[src/rtl/wlf_pkg.sv]
`timescale 1ns / 1ps
// ----------------------------------------------------------------------------
// wlf_pkg
// Shared types and constants for the weighted link flow step block.
// ----------------------------------------------------------------------------
package wlf_pkg;

   localparam int OCC_W   = 32;   // Q16.16 occupancy
   localparam int WGT_W   = 17;   // Q1.16 weight, 65536 is one
   localparam int NODE_FW = 10;   // node field of a request
   localparam int GAIN_W  = 16;   // Q4.12 gain
   localparam int STEP_W  = 16;
   localparam int STS_W   = 2;
   localparam int REQ_W   = 3;
   localparam int DVD_W   = 34;   // normalize dividend width
   localparam int P_W     = 36;   // occupancy times gain, Q20.16
   localparam int ADD_W   = 38;   // contribution of one link

   localparam logic [GAIN_W-1:0] GAIN_RESET = 16'd4506;
   localparam logic [WGT_W-1:0]  ONE_Q16    = 17'h10000;

   localparam logic [REQ_W-1:0] REQ_ADD  = 3'd0;
   localparam logic [REQ_W-1:0] REQ_SET  = 3'd1;
   localparam logic [REQ_W-1:0] REQ_NORM = 3'd2;
   localparam logic [REQ_W-1:0] REQ_RUN  = 3'd3;
   localparam logic [REQ_W-1:0] REQ_READ = 3'd4;

   localparam logic [STS_W-1:0] ST_OK   = 2'd0;
   localparam logic [STS_W-1:0] ST_FULL = 2'd1;
   localparam logic [STS_W-1:0] ST_SAT  = 2'd2;

   localparam int ACT_W = 5;
   localparam logic [ACT_W-1:0] A_NOP       = 5'd0;
   localparam logic [ACT_W-1:0] A_LATCH     = 5'd1;
   localparam logic [ACT_W-1:0] A_CLEAR     = 5'd2;
   localparam logic [ACT_W-1:0] A_RD_REQ    = 5'd3;
   localparam logic [ACT_W-1:0] A_RD_NODE   = 5'd4;
   localparam logic [ACT_W-1:0] A_ADD_WR    = 5'd5;
   localparam logic [ACT_W-1:0] A_SET_OCC   = 5'd6;
   localparam logic [ACT_W-1:0] A_RES_OCC   = 5'd7;
   localparam logic [ACT_W-1:0] A_TOT_CLR   = 5'd8;
   localparam logic [ACT_W-1:0] A_RD_LINK   = 5'd9;
   localparam logic [ACT_W-1:0] A_TOT_ADD   = 5'd10;
   localparam logic [ACT_W-1:0] A_DIV_START = 5'd11;
   localparam logic [ACT_W-1:0] A_LINK_WB   = 5'd12;
   localparam logic [ACT_W-1:0] A_NEXT_CLR  = 5'd13;
   localparam logic [ACT_W-1:0] A_MUL_P     = 5'd14;
   localparam logic [ACT_W-1:0] A_MUL_W     = 5'd15;
   localparam logic [ACT_W-1:0] A_ADD_COMB  = 5'd16;
   localparam logic [ACT_W-1:0] A_ACC_WR    = 5'd17;
   localparam logic [ACT_W-1:0] A_RD_NEXT_N = 5'd18;
   localparam logic [ACT_W-1:0] A_COPY      = 5'd19;

   typedef struct packed {
      logic [ACT_W-1:0] act;
      logic             rsp_load;
   } cmd_type;

   typedef struct packed {
      logic full;
      logic node_ok;
      logic dest_ok;
      logic p_zero;
      logic tot_zero;
      logic div_done;
      logic sat;
   } sts_type;

endpackage

[src/rtl/wlf_ctrl.sv]
`timescale 1ns / 1ps
// ----------------------------------------------------------------------------
// wlf_ctrl
// Request sequencer: clear pass, link append, normalize and step loops.
// ----------------------------------------------------------------------------
module wlf_ctrl #(
   parameter int NODES     = 1024,
   parameter int MAX_LINKS = 32
) (
   input  logic                                   clock,
   input  logic                                   reset,
   input  logic                                   req_valid,
   output logic                                   req_ready,
   input  logic [wlf_pkg::REQ_W-1:0]              req_type,
   input  logic [wlf_pkg::STEP_W-1:0]             step_count,
   output logic                                   rsp_valid,
   input  logic                                   rsp_ready,
   output logic [wlf_pkg::STS_W-1:0]              rsp_status,
   output wlf_pkg::cmd_type                       cmd,
   output logic [$clog2(NODES)-1:0]               cmd_node,
   output logic [((MAX_LINKS > 1) ? $clog2(MAX_LINKS) : 1)-1:0] cmd_link,
   input  wlf_pkg::sts_type                       sts,
   input  logic [$clog2(MAX_LINKS + 1)-1:0]       cnt_rd
);
   import wlf_pkg::*;

   localparam int NW = $clog2(NODES);
   localparam int LW = (MAX_LINKS > 1) ? $clog2(MAX_LINKS) : 1;
   localparam int CW = $clog2(MAX_LINKS + 1);

   localparam logic [4:0] S_CLEAR    = 5'd0;
   localparam logic [4:0] S_IDLE     = 5'd1;
   localparam logic [4:0] S_ADD_RD   = 5'd2;
   localparam logic [4:0] S_ADD_WR   = 5'd3;
   localparam logic [4:0] S_SET      = 5'd4;
   localparam logic [4:0] S_READ_RD  = 5'd5;
   localparam logic [4:0] S_READ_RES = 5'd6;
   localparam logic [4:0] S_DONE     = 5'd7;
   localparam logic [4:0] N_NODE     = 5'd8;
   localparam logic [4:0] N_TOT0     = 5'd9;
   localparam logic [4:0] N_SUM_RD   = 5'd10;
   localparam logic [4:0] N_SUM_ADD  = 5'd11;
   localparam logic [4:0] N_CHK      = 5'd12;
   localparam logic [4:0] N_DIV_RD   = 5'd13;
   localparam logic [4:0] N_DIV_GO   = 5'd14;
   localparam logic [4:0] N_DIV_WAIT = 5'd15;
   localparam logic [4:0] P_START    = 5'd16;
   localparam logic [4:0] P_CLR      = 5'd17;
   localparam logic [4:0] P_NODE     = 5'd18;
   localparam logic [4:0] P_MULP     = 5'd19;
   localparam logic [4:0] P_LINK     = 5'd20;
   localparam logic [4:0] P_MULW     = 5'd21;
   localparam logic [4:0] P_COMB     = 5'd22;
   localparam logic [4:0] P_ACC      = 5'd23;
   localparam logic [4:0] P_CPY_RD   = 5'd24;
   localparam logic [4:0] P_CPY_WR   = 5'd25;

   logic [4:0]        state_ff, state_in;
   logic [NW-1:0]     n_ff, n_in;
   logic [CW-1:0]     k_ff, k_in, cnt_ff, cnt_in;
   logic [STEP_W-1:0] steps_ff, steps_in;
   logic [REQ_W-1:0]  rtype_ff, rtype_in;
   logic [STS_W-1:0]  status_ff, status_in, rsp_status_ff, rsp_status_in;
   logic              rsp_valid_ff, rsp_valid_in;
   logic              n_last;

   assign n_last = (n_ff == NW'(NODES - 1));

   always_comb begin
      state_in      = state_ff;
      n_in          = n_ff;
      k_in          = k_ff;
      cnt_in        = cnt_ff;
      steps_in      = steps_ff;
      rtype_in      = rtype_ff;
      status_in     = status_ff;
      rsp_valid_in  = rsp_valid_ff && !rsp_ready;
      rsp_status_in = rsp_status_ff;
      cmd.act       = A_NOP;
      cmd.rsp_load  = 1'b0;
      unique case (state_ff)
         S_CLEAR: begin
            cmd.act = A_CLEAR;
            n_in    = n_ff + 1'b1;
            if (n_last) begin
               n_in     = '0;
               state_in = S_IDLE;
            end
         end
         S_IDLE: begin
            if (req_valid) begin
               cmd.act   = A_LATCH;
               rtype_in  = req_type;
               steps_in  = step_count;
               status_in = ST_OK;
               n_in      = '0;
               case (req_type)
                  REQ_ADD:  state_in = S_ADD_RD;
                  REQ_SET:  state_in = S_SET;
                  REQ_NORM: state_in = N_NODE;
                  REQ_RUN:  state_in = P_START;
                  REQ_READ: state_in = S_READ_RD;
                  default:  state_in = S_DONE;
               endcase
            end
         end
         S_ADD_RD: begin
            state_in = S_DONE;
            if (sts.node_ok && sts.dest_ok) begin
               cmd.act  = A_RD_REQ;
               state_in = S_ADD_WR;
            end
         end
         S_ADD_WR: begin
            if (sts.full) begin
               status_in = ST_FULL;
            end else begin
               cmd.act = A_ADD_WR;
            end
            state_in = S_DONE;
         end
         S_SET: begin
            if (sts.node_ok) begin
               cmd.act = A_SET_OCC;
            end
            state_in = S_DONE;
         end
         S_READ_RD: begin
            if (sts.node_ok) begin
               cmd.act = A_RD_REQ;
            end
            state_in = S_READ_RES;
         end
         S_READ_RES: begin
            if (sts.node_ok) begin
               cmd.act = A_RES_OCC;
            end
            state_in = S_DONE;
         end
         S_DONE: begin
            if (!rsp_valid_ff || rsp_ready) begin
               cmd.rsp_load  = 1'b1;
               rsp_valid_in  = 1'b1;
               rsp_status_in = (rtype_ff == REQ_RUN && sts.sat) ? ST_SAT : status_ff;
               state_in      = S_IDLE;
            end
         end
         N_NODE: begin
            cmd.act  = A_RD_NODE;
            state_in = N_TOT0;
         end
         N_TOT0: begin
            cmd.act  = A_TOT_CLR;
            cnt_in   = cnt_rd;
            k_in     = '0;
            state_in = N_SUM_RD;
         end
         N_SUM_RD: begin
            if (k_ff == cnt_ff) begin
               state_in = N_CHK;
            end else begin
               cmd.act  = A_RD_LINK;
               state_in = N_SUM_ADD;
            end
         end
         N_SUM_ADD: begin
            cmd.act  = A_TOT_ADD;
            k_in     = k_ff + 1'b1;
            state_in = N_SUM_RD;
         end
         N_CHK: begin
            k_in     = '0;
            state_in = N_DIV_RD;
            if (sts.tot_zero) begin
               n_in     = n_ff + 1'b1;
               state_in = n_last ? S_DONE : N_NODE;
            end
         end
         N_DIV_RD: begin
            if (k_ff == cnt_ff) begin
               n_in     = n_ff + 1'b1;
               state_in = n_last ? S_DONE : N_NODE;
            end else begin
               cmd.act  = A_RD_LINK;
               state_in = N_DIV_GO;
            end
         end
         N_DIV_GO: begin
            cmd.act  = A_DIV_START;
            state_in = N_DIV_WAIT;
         end
         N_DIV_WAIT: begin
            if (sts.div_done) begin
               cmd.act  = A_LINK_WB;
               k_in     = k_ff + 1'b1;
               state_in = N_DIV_RD;
            end
         end
         P_START: begin
            n_in     = '0;
            state_in = (steps_ff == '0) ? S_DONE : P_CLR;
         end
         P_CLR: begin
            cmd.act = A_NEXT_CLR;
            n_in    = n_ff + 1'b1;
            if (n_last) begin
               n_in     = '0;
               state_in = P_NODE;
            end
         end
         P_NODE: begin
            cmd.act  = A_RD_NODE;
            state_in = P_MULP;
         end
         P_MULP: begin
            cmd.act  = A_MUL_P;
            cnt_in   = cnt_rd;
            k_in     = '0;
            state_in = P_LINK;
         end
         P_LINK: begin
            if (k_ff == cnt_ff || sts.p_zero) begin
               n_in     = n_last ? '0 : NW'(n_ff + 1'b1);
               state_in = n_last ? P_CPY_RD : P_NODE;
            end else begin
               cmd.act  = A_RD_LINK;
               state_in = P_MULW;
            end
         end
         P_MULW: begin
            cmd.act  = A_MUL_W;
            state_in = P_COMB;
         end
         P_COMB: begin
            cmd.act  = A_ADD_COMB;
            state_in = P_ACC;
         end
         P_ACC: begin
            cmd.act  = A_ACC_WR;
            k_in     = k_ff + 1'b1;
            state_in = P_LINK;
         end
         P_CPY_RD: begin
            cmd.act  = A_RD_NEXT_N;
            state_in = P_CPY_WR;
         end
         P_CPY_WR: begin
            cmd.act  = A_COPY;
            n_in     = n_ff + 1'b1;
            state_in = P_CPY_RD;
            if (n_last) begin
               n_in     = '0;
               steps_in = steps_ff - 1'b1;
               state_in = P_START;
            end
         end
         default: begin
            state_in = S_IDLE;
         end
      endcase
   end

   always_ff @(posedge clock) begin
      if (reset) begin
         state_ff     <= S_CLEAR;
         n_ff         <= '0;
         rsp_valid_ff <= 1'b0;
      end else begin
         state_ff     <= state_in;
         n_ff         <= n_in;
         rsp_valid_ff <= rsp_valid_in;
      end
      k_ff          <= k_in;
      cnt_ff        <= cnt_in;
      steps_ff      <= steps_in;
      rtype_ff      <= rtype_in;
      status_ff     <= status_in;
      rsp_status_ff <= rsp_status_in;
   end

   assign req_ready  = (state_ff == S_IDLE);
   assign rsp_valid  = rsp_valid_ff;
   assign rsp_status = rsp_status_ff;
   assign cmd_node   = n_ff;
   assign cmd_link   = k_ff[LW-1:0];

   a_no_rsp_in_clear: assert property (@(posedge clock) disable iff (reset)
      (state_ff == S_CLEAR) |-> !rsp_valid_ff)
      else $error("response raised during clearing pass");

   a_link_idx_bound: assert property (@(posedge clock) disable iff (reset)
      (state_ff == P_LINK || state_ff == N_SUM_RD || state_ff == N_DIV_RD)
      |-> (k_ff <= cnt_ff))
      else $error("link index ran past link count");

   a_div_restart: assert property (@(posedge clock) disable iff (reset)
      (state_ff == N_DIV_GO) |=> !sts.div_done)
      else $error("divider done not cleared by start");

   a_count_bound: assert property (@(posedge clock) disable iff (reset)
      (state_ff == P_LINK) |-> (cnt_ff <= CW'(MAX_LINKS)))
      else $error("link count above list size");
endmodule

[config.mk]
export PLATFORM = sky130hd
export DESIGN_NAME = wlf_ctrl
export DESIGN_NICKNAME = d
export VERILOG_FILES = /design/src/rtl/wlf_pkg.sv /design/src/rtl/wlf_ctrl.sv
export SDC_FILE = /design/constraint.sdc
export NUM_CORES = 1
export LEC_CHECK = 0
export BUFFER_PORTS_ARGS = -buffer_cell sky130_fd_sc_hd__buf_4
export CAP_MARGIN = 10
export CORE_UTILIZATION = 50
export CTS_CLUSTER_DIAMETER = 120
export DETAILED_ROUTE_END_ITERATION = 10
export PLACE_DENSITY = 0.73
export REMOVE_ABC_BUFFERS = 1
export SLEW_MARGIN = 20
export SYNTH_ARGS = -nofsm -noshare
export SYNTH_HDL_FRONTEND = slang
export SYNTH_SLANG_ARGS = --single-unit
[constraint.sdc]
create_clock -name clock -period 3.4 [get_ports clock]
set_clock_uncertainty 0.05 [all_clocks]
set_input_delay 0.34 -clock clock [delete_from_list [all_inputs] [get_ports clock]]
set_output_delay 0.34 -clock clock [all_outputs]
set_load 0.03 [all_outputs]
# Yosys cells after proc, flatten, opt, wreduce, memory -nomap -nowiden
# Index checks and enable logic that the tools add are counted.
# word_totals
register_bits,51
out_inout_bits,25
word_cells,128
# op_classes
n_addsub,3
n_eq_ne,42
mux,44
n_reduce_logical,30
# ops
cell,count
$pmux W5 S22,1
$pmux W5 S21,1
$pmux W10 S6,1
$eq A5 B5 Y1 const B,10
$mux W10,5
$eq A5 B4 Y1 const B,8
$mux W4,9
$mux W16,2
$pmux W16 S2,1
$mux W5,6
$pmux W5 S5,1
$eq A5 B3 Y1 const B,4
$ne A2 B2 Y1 const B,10
$pmux W6 S3,1
$logic_not A16 Y1,1
$sub A16 B1 Y16 const B,1
$mux W3,5
$reduce_or A2 Y1,6
$add A10 B1 Y10 const B,1
$eq A10 B10 Y1 const B,1
$eq A5 B2 Y1 const B,2
$reduce_and A5 Y1,2
$eq A3 B2 Y1 const B,3
$reduce_or A3 Y1,3
other kinds (19),34

# Longest topological paths before layout
# Gate-level depths: netlist of run 1.
# logic_depth
word_depth,4
depth_mapped,8
ltp_nobuf,7

# Least setup slack after synthesis of run 1
# Ideal clock, no wire load.
# synth_timing
path_kind,register -> register
startpoint,register state_ff[2]
endpoint,register steps_ff[0] (enable)
setup_ns,0.392
arrival_ns,2.270
t_required_ns,2.958
path_slack_ns,0.688
path_stages_with_launch,8
path_buffers,2
synth_period_minus_slack_ns,2.712
cell_sequence,dfxtp_1 buf_2 buf_2 nor2_1 nand2_1 nor2_1 and2_1 o21bai_1
# synth_between
elab_chain_cells,3
word_cells_on_any_way,6
# synth_rtl
item,line_no,source
from (decl),wlf_ctrl.sv:58,"logic [4:0] state_ff, state_in;"
from (signal assigned),wlf_ctrl.sv:269,state_ff <= state_in;
$eq A5 B1 Y1 *,-,
named net req_ready,wlf_ctrl.sv:13,"output logic req_ready,"
$ne A2 B2 Y1 (no source line) or $reduce_bool A2 Y1 (tied branches),-,
$reduce_and A3 Y1 (no source line) *,-,
to (signal assigned),wlf_ctrl.sv:275,steps_ff <= steps_in;
to (decl),wlf_ctrl.sv:61,"logic [STEP_W-1:0] steps_ff, steps_in;"
# Mark *: on every way through the listed nets, which the timed path passes. The rest lies on a longest branch.
# A chain may end at the register's enable or synchronous reset.

==> impl_metrics.py, run 1 <==
metrics = {
    "min_path": {
        "hp-class": "in -> reg",
    },
    "worst_setup_path": {
        "cp-start-kind": "flop",
        "cp_slowest_cell": "dfxtp_1",
        "crit_required_ns": 3.01,
        "endpoint_kind": "output port",
        "slowest_delay_ns": 0.92,
        "cp_max_fo": 26,
        "critPathTopFamily": "flip-flops",
        "path_cells": "nor2_1, nand2_1, nor2_1, and2_1, a221oi_1, nand2_1, buf_4",
        "crit_buf_inv": 1,
        "path_class": "reg -> out",
        "worstPathArrival_ns": 2.56,
    },
    "place": {
        "place_congestion": 0.924,
        "dpl_cell_area_mm2": 0.00383,
        "hpwl_mm": 5.98,
        "port-buffer-count": 60,
    },
    "synthesis": {
        "synth_area_leaders": "edfxtp_1 30%, dfxtp_1 9.6%, xnor2_1 5.7%, nand2_1 5.0%, nor2_1 4.8%",
        "synth_area_per_cell_um2": 8.53,
        "synth_edf_count": 34,
        "yosysTopAreaCell": "edfxtp_1",
        "synth_flop_cell": "edfxtp_1",
        "netlist_area_mm2": 0.00335,
        "async_reset_ff_share_pct": 0,
        "seq_area_frac_synth_pct": 40.0,
        "ys_seq_elements": 50,
        "synth.distinct_cells": 65,
        "synth_most_common_cell": "nand2_1",
        "synth_top_area_share_pct": 30.5,
        "yosysWarnings": 0,
        "synth_commonest_cells": "45 x nand2_1, 43 x nor2_1, 34 x edfxtp_1",
        "synth_cells": 393,
    },
    "global_route": {
        "grt_use_total_pct": 24.4,
        "grt_max_degree": 34,
        "grt_antenna_before_repair": 0,
        "grt_pass1_wl_mm": 13.9,
        "overflow": 0,
        "grt_pass1_vias": 2988,
    },
    "outcome": {
        "status": "complete, but fails checks",
        "violations": "DRC",
    },
    "cts": {
        "cts_tree": "built",
        "htreeDepth": 2,
        "ctsHoldBuffers": 0,
        "cts_buffers": 5,
        "cts_max_path_buffers": 2,
        "cts_sinks": 50,
        "post_cts_resized": 0,
        "clockRootBuffer": "clkbuf_8",
        "cts_setup_buffers": 0,
        "clock_latency_ns": 0.30,
        "path_clk_slew_ns": 0.08,
    },
    "layout": {
        "drive_above_1_share_pct": 18.9,
        "final_util_pct": 61.3,
        "design_area_mm2": 0.00394,
        "layout.nets": 483,
        "num_antenna_cells": 0,
        "syn_to_final_growth_pct": 17.5,
    },
    "flow_run": {
        "maxCapViolations": 0,
    },
    "drt": {
        "drc": 10,
        "vias": 3178,
        "wl_per_cell_um": 15.8,
        "dr.pass1.iters": 8,
        "wirelength_mm": 8.25,
        "drt_iter0_drc": 356,
        "route.met3.wl_um": 640,
        "wl_met1_mm": 3.56,
        "routed-wl-met2_mm": 3.91,
        "ant_nets": 0,
        "post_drt_via_cell_ratio": 6.10,
        "maxUsedRoutingLayer": "met4",
    },
    "floorplanning": {
        "io_pins": 61,
        "core_area_mm2": 0.00642,
        "die_h_um": 83.9,
        "start_util_pct": 52.2,
        "die_area_mm2": 0.00704,
        "rows": 29,
        "fp.dieW_um": 83.9,
    },
    "power_and_ir_drop": {
        "vdd_drop_max_uv": 182,
        "leakagePower_nw": 1.46,
        "p_per_area_mw_per_mm2": 286,
    },
    "timing": {
        "rsz0062_at_grt": "no",
        "min_period_over_period_pct": 86.7,
        "slew_violations": 0,
        "min_period_ns": 2.95,
        "setup_viol": 0,
        "finalHoldViolCount": 0,
        "setup_tns_ns": 0,
        "tightest_slew_ns": 0.896,
        "maxSlewHeadroom_pct": 40.2,
        "worst_hold_slack_ns": 0.163,
        "max_freq_ghz": 0.339,
    },
}
## stage by stage
stage               total power [W]  setup slack (ns)  std cells
floorplan                  0.000693           0.00490        369
global placement           0.000739             0.913        513
detailed placement         0.000740             0.835        513
CTS                         0.00114             0.511        521
global route                0.00117             0.236        521
finish                      0.00113             0.451        521
## cell usage in the layout (no fill, tap or decap), types with 2 or more instances in the layout
cell | Yosys | routed
o221ai_1 | 2 | 2
or4_1 | 2 | 2
ha_1 | 4 | 4
nor3_1 | 12 | 12
o21a_1 | 3 | 3
a21o_1 | 4 | 4
and4b_1 | 2 | 2
buf_4 | 5 | 67
and4_1 | 2 | 2
nand3_1 | 17 | 17
clkbuf_8 | 0 | 6
o21bai_1 | 2 | 2
xnor2_1 | 22 | 22
o22ai_1 | 4 | 4
o211ai_1 | 4 | 4
nor2_1 | 43 | 43
and2_1 | 2 | 2
dfxtp_1 | 16 | 16
o31ai_1 | 2 | 2
nand4_1 | 7 | 7
or2_2 | 2 | 2
a21oi_1 | 19 | 19
a211oi_1 | 3 | 3
inv_1 | 10 | 10
o32ai_1 | 2 | 2
nor2_2 | 2 | 2
nand2_1 | 45 | 45
and3b_1 | 2 | 2
mux2i_1 | 2 | 2
a31oi_1 | 3 | 3
xor2_1 | 6 | 6
nand2b_1 | 5 | 5
or3_1 | 7 | 7
nor4_1 | 10 | 10
and3_1 | 4 | 4
o21ai_0 | 28 | 28
edfxtp_1 | 34 | 34
a221oi_1 | 3 | 3
nor2b_1 | 9 | 9
## sequential cells by signal (all words and copies together), names as in the netlist, 2 cells and up
signal	cells
cmd_node	10
cnt_ff	6
k_ff	6
rsp_status	2
rtype_ff	3
state_ff	5
steps_ff	16
## cell type report
class	count	area [µm²]
Sequential cell	50	1340
Multi-Input combinational cell	309	1850
Clock buffer	8	111
Tap cell	77	96.3
Inverter	10	37.5
Timing Repair Buffer	67	503
Fill cell	581	2480
## final timing paths
path | slack [ns] | cells after the start | start | endpoint
setup / recovery | 0.45 | 7 | state_ff[2] | cmd[1]
setup reg to reg | 0.84 | 6 | state_ff[2] | steps_ff[11]
hold / removal | 0.16 | 1 | cnt_rd[3] | cnt_ff[3]
hold reg to reg | 0.45 | 2 | cmd_node[1] | cmd_node[1]
## cell families after synthesis
logic type                 Yosys count  share of synthesized area [%]
AOI/OAI and AO/OA                   94                           18.4
xor gates and xnor gates            28                           7.32
adders and majority gates            4                           1.49
buffers and inverters               34                           4.78
DFF                                 50                           40.0
muxes                                2                          0.597
and+or+nand+nor                    181                           27.4
## report_power, final
part           leakage [nW]  internal [W]  switching, W
logic                 0.961     0.0000409     0.0000330
registers             0.437      0.000649    0.00000353
clock network        0.0566      0.000210      0.000191
total                  1.46      0.000900      0.000227
## layer usage
metal  vias up  track usage (%)
met5         -                0
met4         0             7.99
met3        17             3.26
met2       160             39.5
met1      1463             33.7
li1       1538                -
(Power assumes the default switching activity.)
==> run 2: changes to the inputs <==
--- a/config.mk
+++ b/config.mk
@@ -8,6 +8,7 @@
 export BUFFER_PORTS_ARGS = -buffer_cell sky130_fd_sc_hd__buf_4
 export CAP_MARGIN = 10
 export CORE_UTILIZATION = 50
+export CTS_BUF_LIST = sky130_fd_sc_hd__clkbuf_16
 export CTS_CLUSTER_DIAMETER = 120
 export DETAILED_ROUTE_END_ITERATION = 10
 export PLACE_DENSITY = 0.73
==> impl_metrics.py, run 2 (synthesized netlist as in run 1, its figures left out) <==
metrics = {
    "cts": {
        "clockRootBuffer": "clkbuf_16",
        "ctsHoldBuffers": 0,
        "htreeDepth": 2,
        "clock_latency_ns": 0.29,
        "cts_setup_buffers": 0,
        "path_clk_slew_ns": 0.06,
        "post_cts_resized": 0,
        "cts_buffers": 5,
        "cts_sinks": 50,
        "cts_max_path_buffers": 2,
        "cts_tree": "built",
    },
    "floorplanning": {
        "core_area_mm2": 0.00642,
        "die_h_um": 83.9,
        "start_util_pct": 52.2,
        "die_area_mm2": 0.00704,
        "rows": 29,
        "io_pins": 61,
        "fp.dieW_um": 83.9,
    },
    "layout": {
        "syn_to_final_growth_pct": 18.9,
        "top_register": "steps_ff",
        "drive_above_1_share_pct": 18.9,
        "instances_no_fill": 521,
        "final_util_pct": 62.1,
        "layout_commonest_cell": "buf_4",
        "largest_reg_flops": 16,
        "layout.nets": 483,
        "num_antenna_cells": 0,
        "layout_common_cells": "67 x buf_4, 45 x nand2_1, 43 x nor2_1, 34 x edfxtp_1, 28 x o21ai_0",
    },
    "min_path": {
        "hold_depth": 1,
        "hold_path_end": "cnt_ff[4]",
        "hp-class": "in -> reg",
        "min_from": "cnt_rd[4]",
    },
    "outcome": {
        "status": "complete, but fails checks",
        "violations": "DRC",
    },
    "drt": {
        "ant_nets": 0,
        "dr.pass1.iters": 8,
        "drt_iter0_drc": 321,
        "vias": 3176,
        "drc": 10,
        "wirelength_mm": 8.41,
        "post_drt_via_cell_ratio": 6.10,
        "wl_per_cell_um": 16.1,
    },
    "place": {
        "hpwl_mm": 5.98,
        "port-buffer-count": 60,
        "placed_cells": 513,
        "place_congestion": 0.924,
    },
    "power_and_ir_drop": {
        "power_w": 0.00125,
        "p_seq_share_pct": 52.1,
        "switching_power_w": 0.000249,
        "vdd_drop_max_uv": 255,
        "clkPwrFrac_pct": 42.0,
        "p_int_w": 0.00100,
        "p_per_area_mw_per_mm2": 314,
        "leakagePower_nw": 1.48,
        "switching_share_pct": 19.9,
        "comb_power_share_pct": 5.9,
    },
    "global_route": {
        "grt_max_degree": 34,
        "overflow": 0,
        "grt_use_total_pct": 24.6,
        "grt_antenna_before_repair": 0,
        "grt_pass1_wl_mm": 14.1,
        "grt_pass1_vias": 3009,
    },
    "timing": {
        "maxSlewHeadroom_pct": 43.7,
        "min_period_ns": 2.95,
        "max_freq_ghz": 0.339,
        "finalHoldViolCount": 0,
        "min_period_over_period_pct": 86.8,
        "slew_violations": 0,
        "setup_viol": 0,
        "rsz0062_at_grt": "no",
        "tightest_slew_ns": 0.844,
        "setup_tns_ns": 0,
    },
    "worst_setup_path": {
        "r2r-end": "steps_ff[11]",
        "reg2reg_slack_ns": 0.74,
        "path_class": "reg -> out",
        "crit_required_ns": 3.01,
        "worstPathArrival_ns": 2.56,
        "cp-start-kind": "flop",
        "endpoint_kind": "output port",
        "r2r_cells": 6,
        "r2r_start": "state_ff[2]",
        "cp_max_fo": 26,
    },
    "flow_run": {
        "maxCapViolations": 0,
    },
}
## run 2: routing by layer
layer,vias to the layer above,global-route usage (%),part of all wire [%]
li1,1540,-,-
met3,17,3.36,6.1
met4,0,8.31,1.5
met5,-,0,0
met1,1483,33.6,44
met2,136,40.2,48
## run 2: power by group through the flow
stage / combinational [W] / sequential (W) / clock (W)
after CTS: 0.0000737 / 0.000653 / 0.000530
after global placement: 0.0000724 / 0.000666 / 0
after global routing: 0.0000801 / 0.000653 / 0.000560
final: 0.0000739 / 0.000653 / 0.000525
after floorplan: 0.0000210 / 0.000672 / 0
after detailed placement: 0.0000734 / 0.000666 / 0
## run 2: area by class of cell
type	instances	area, µm²
clock buffers	6	150
clock inverters	2	7.51
flip-flops and latches	50	1340
fillers	575	2440
well taps	77	96.3
repair buffers	67	503
inverters	10	37.5
multi-input cells	309	1850
## run 2: how the worst max path moves through the flow
stage / startpoint / end / slack [ns] / depth (start not counted)
floorplan: state_ff[3] / steps_ff[0] / 0.005 / 4
global placement: state_ff[2] / cmd[1] / 0.91 / 7
finish: state_ff[2] / cmd[1] / 0.45 / 7
detailed placement: state_ff[2] / cmd[1] / 0.83 / 7
CTS: state_ff[2] / cmd[1] / 0.50 / 7
global route: state_ff[2] / cmd[1] / 0.24 / 7
## run 2: stage by stage
stage | area [µm²] | worst slack (ns) | hold WS (ns)
after floorplan | 3230 | 0.00490 | 0.359
after global placement | 3830 | 0.913 | 0.445
after detailed placement | 3830 | 0.835 | 0.438
after CTS | 3990 | 0.497 | 0.177
after global routing | 3990 | 0.243 | 0.172
final | 3990 | 0.448 | 0.179
## run 2: critical path, cell delays in order (launching register included)
cell	delay (ns)
dfxtp_1	0.87
nor2_1	0.29
nand2_1	0.22
nor2_1	0.10
and2_1	0.26
a221oi_1	0.27
nand2_1	0.08
buf_4	0.17
==> run 3: changes to the inputs <==
--- a/config.mk
+++ b/config.mk
@@ -7,6 +7,7 @@
 export LEC_CHECK = 0
 export BUFFER_PORTS_ARGS = -buffer_cell sky130_fd_sc_hd__buf_4
 export CAP_MARGIN = 10
+export CORE_MARGIN = 4
 export CORE_UTILIZATION = 50
 export CTS_BUF_LIST = sky130_fd_sc_hd__clkbuf_16
 export CTS_CLUSTER_DIAMETER = 120
==> impl_metrics.py, run 3 (synthesized netlist as in run 1, its figures left out) <==
metrics = {
    "outcome": {
        "status": "finished, final reports clean",
    },
    "worst_setup_path": {
        "crit_buf_inv": 1,
        "cp_slowest_cell": "dfxtp_1",
        "endpoint_kind": "output port",
        "slowest_delay_ns": 0.89,
        "path_class": "reg -> out",
        "cp-start-kind": "flop",
        "crit_required_ns": 3.01,
        "worstPathArrival_ns": 2.61,
        "cp_max_fo": 23,
        "path_cells": "nor2_1, nand2_1, nor2_1, and2_1, a221oi_1, nand2_1, buf_4",
        "critPathTopFamily": "simple AND/OR/NAND/NOR gates",
    },
    "timing": {
        "finalHoldViolCount": 0,
        "setup_viol": 0,
        "slew_violations": 0,
        "min_period_over_period_pct": 88.2,
        "rsz0062_at_grt": "no",
        "max_freq_ghz": 0.333,
        "setup_tns_ns": 0,
        "tightest_slew_ns": 0.871,
        "maxSlewHeadroom_pct": 41.8,
        "min_period_ns": 3.00,
    },
    "drt": {
        "drc": 0,
        "post_drt_via_cell_ratio": 6.12,
        "wirelength_mm": 8.64,
        "drt_iter0_drc": 389,
        "ant_nets": 0,
        "vias": 3194,
        "dr.pass1.iters": 7,
        "wl_per_cell_um": 16.5,
    },
    "layout": {
        "largest_reg_flops": 16,
        "layout_commonest_cell": "buf_4",
        "seq_area_mm2": 0.00134,
        "nFillCells": 570,
        "multi_input_area_mm2": 0.00185,
        "num_antenna_cells": 0,
        "drive_above_1_share_pct": 18.9,
        "layout_common_cells": "68 x buf_4, 45 x nand2_1, 43 x nor2_1, 34 x edfxtp_1, 28 x o21ai_0",
        "syn_to_final_growth_pct": 18.7,
        "layout.nets": 484,
        "top_register": "steps_ff",
    },
    "cts": {
        "cts_setup_buffers": 0,
        "clock_latency_ns": 0.29,
        "ctsHoldBuffers": 0,
        "clockRootBuffer": "clkbuf_16",
        "htreeDepth": 2,
        "cts_tree": "built",
        "path_clk_slew_ns": 0.07,
        "cts_sinks": 50,
        "post_cts_resized": 0,
        "cts_max_path_buffers": 2,
        "cts_buffers": 5,
    },
    "power_and_ir_drop": {
        "comb_power_share_pct": 6.2,
        "leakagePower_nw": 1.47,
        "clkPwrFrac_pct": 40.2,
        "p_seq_share_pct": 53.6,
        "switching_share_pct": 21.2,
        "power_w": 0.00122,
        "switching_power_w": 0.000258,
        "p_int_w": 0.000959,
        "p_per_area_mw_per_mm2": 306,
        "vdd_drop_max_uv": 194,
    },
    "global_route": {
        "grt_max_degree": 34,
        "overflow": 0,
        "grt_antenna_before_repair": 0,
        "grt_pass1_wl_mm": 14.5,
        "grt_pass1_vias": 3035,
        "grt_use_total_pct": 21.4,
    },
    "floorplanning": {
        "fp.dieW_um": 89.9,
        "rows": 29,
        "start_util_pct": 52.2,
        "core_area_mm2": 0.00642,
        "io_pins": 61,
        "die_h_um": 89.9,
        "die_area_mm2": 0.00808,
    },
    "min_path": {
        "hp-class": "in -> reg",
    },
    "place": {
        "port-buffer-count": 60,
        "hpwl_mm": 6.27,
        "place_congestion": 0.935,
    },
    "flow_run": {
        "maxCapViolations": 0,
    },
}
[run 3: metrics by stage]
step / utilization (%) / std cells / instance area (µm²) / worst slack [ns] / hold WS (ns)
final: 61.9 / 522 / 3980 / 0.401 / 0.172
after global routing: 61.9 / 522 / 3980 / 0.196 / 0.164
after CTS: 61.9 / 522 / 3980 / 0.484 / 0.171
after detailed placement: 59.7 / 514 / 3840 / 0.801 / 0.439
after global placement: 59.7 / 514 / 3840 / 0.817 / 0.433
after floorplan: - / 369 / 3230 / 0.00490 / 0.359
[run 3: power groups by stage]
| stage | Sequential, W | Clock (W) | Combinational (W) |
|---|---|---|---|
| CTS | 0.000653 | 0.000488 | 0.0000747 |
| floorplan | 0.000672 | 0 | 0.0000210 |
| global placement | 0.000666 | 0 | 0.0000730 |
| finish | 0.000653 | 0.000489 | 0.0000752 |
| global route | 0.000653 | 0.000507 | 0.0000817 |
| detailed placement | 0.000666 | 0 | 0.0000744 |
[run 3: final cells by class]
cell class / count / area share (%)
Tap cell: 77 / 2.42
Inverter: 10 / 0.944
Sequential cell: 50 / 33.7
Timing Repair Buffer: 68 / 12.8
Clock buffer: 5 / 3.15
Clock inverter: 3 / 0.409
Multi-Input combinational cell: 309 / 46.5
[run 3: path summary, 6_finish.rpt]
kind | endpoint | from | cells past startpoint | slack (ns)
hold reg to reg | cmd_node[1] | cmd_node[1] | 2 | 0.45
setup / recovery | cmd[1] | state_ff[2] | 7 | 0.40
hold / removal | cnt_ff[5] | cnt_rd[5] | 1 | 0.17
setup reg to reg | cmd_node[8] | state_ff[0] | 6 | 0.82
[run 3: layer usage]
layer	GRT usage, %	up-vias	wire length [µm]
met4	7.65	0	221
met2	34.5	148	4080
met1	28.9	1472	3710
met5	0	-	0
met3	4.17	23	631
li1	-	1551	-
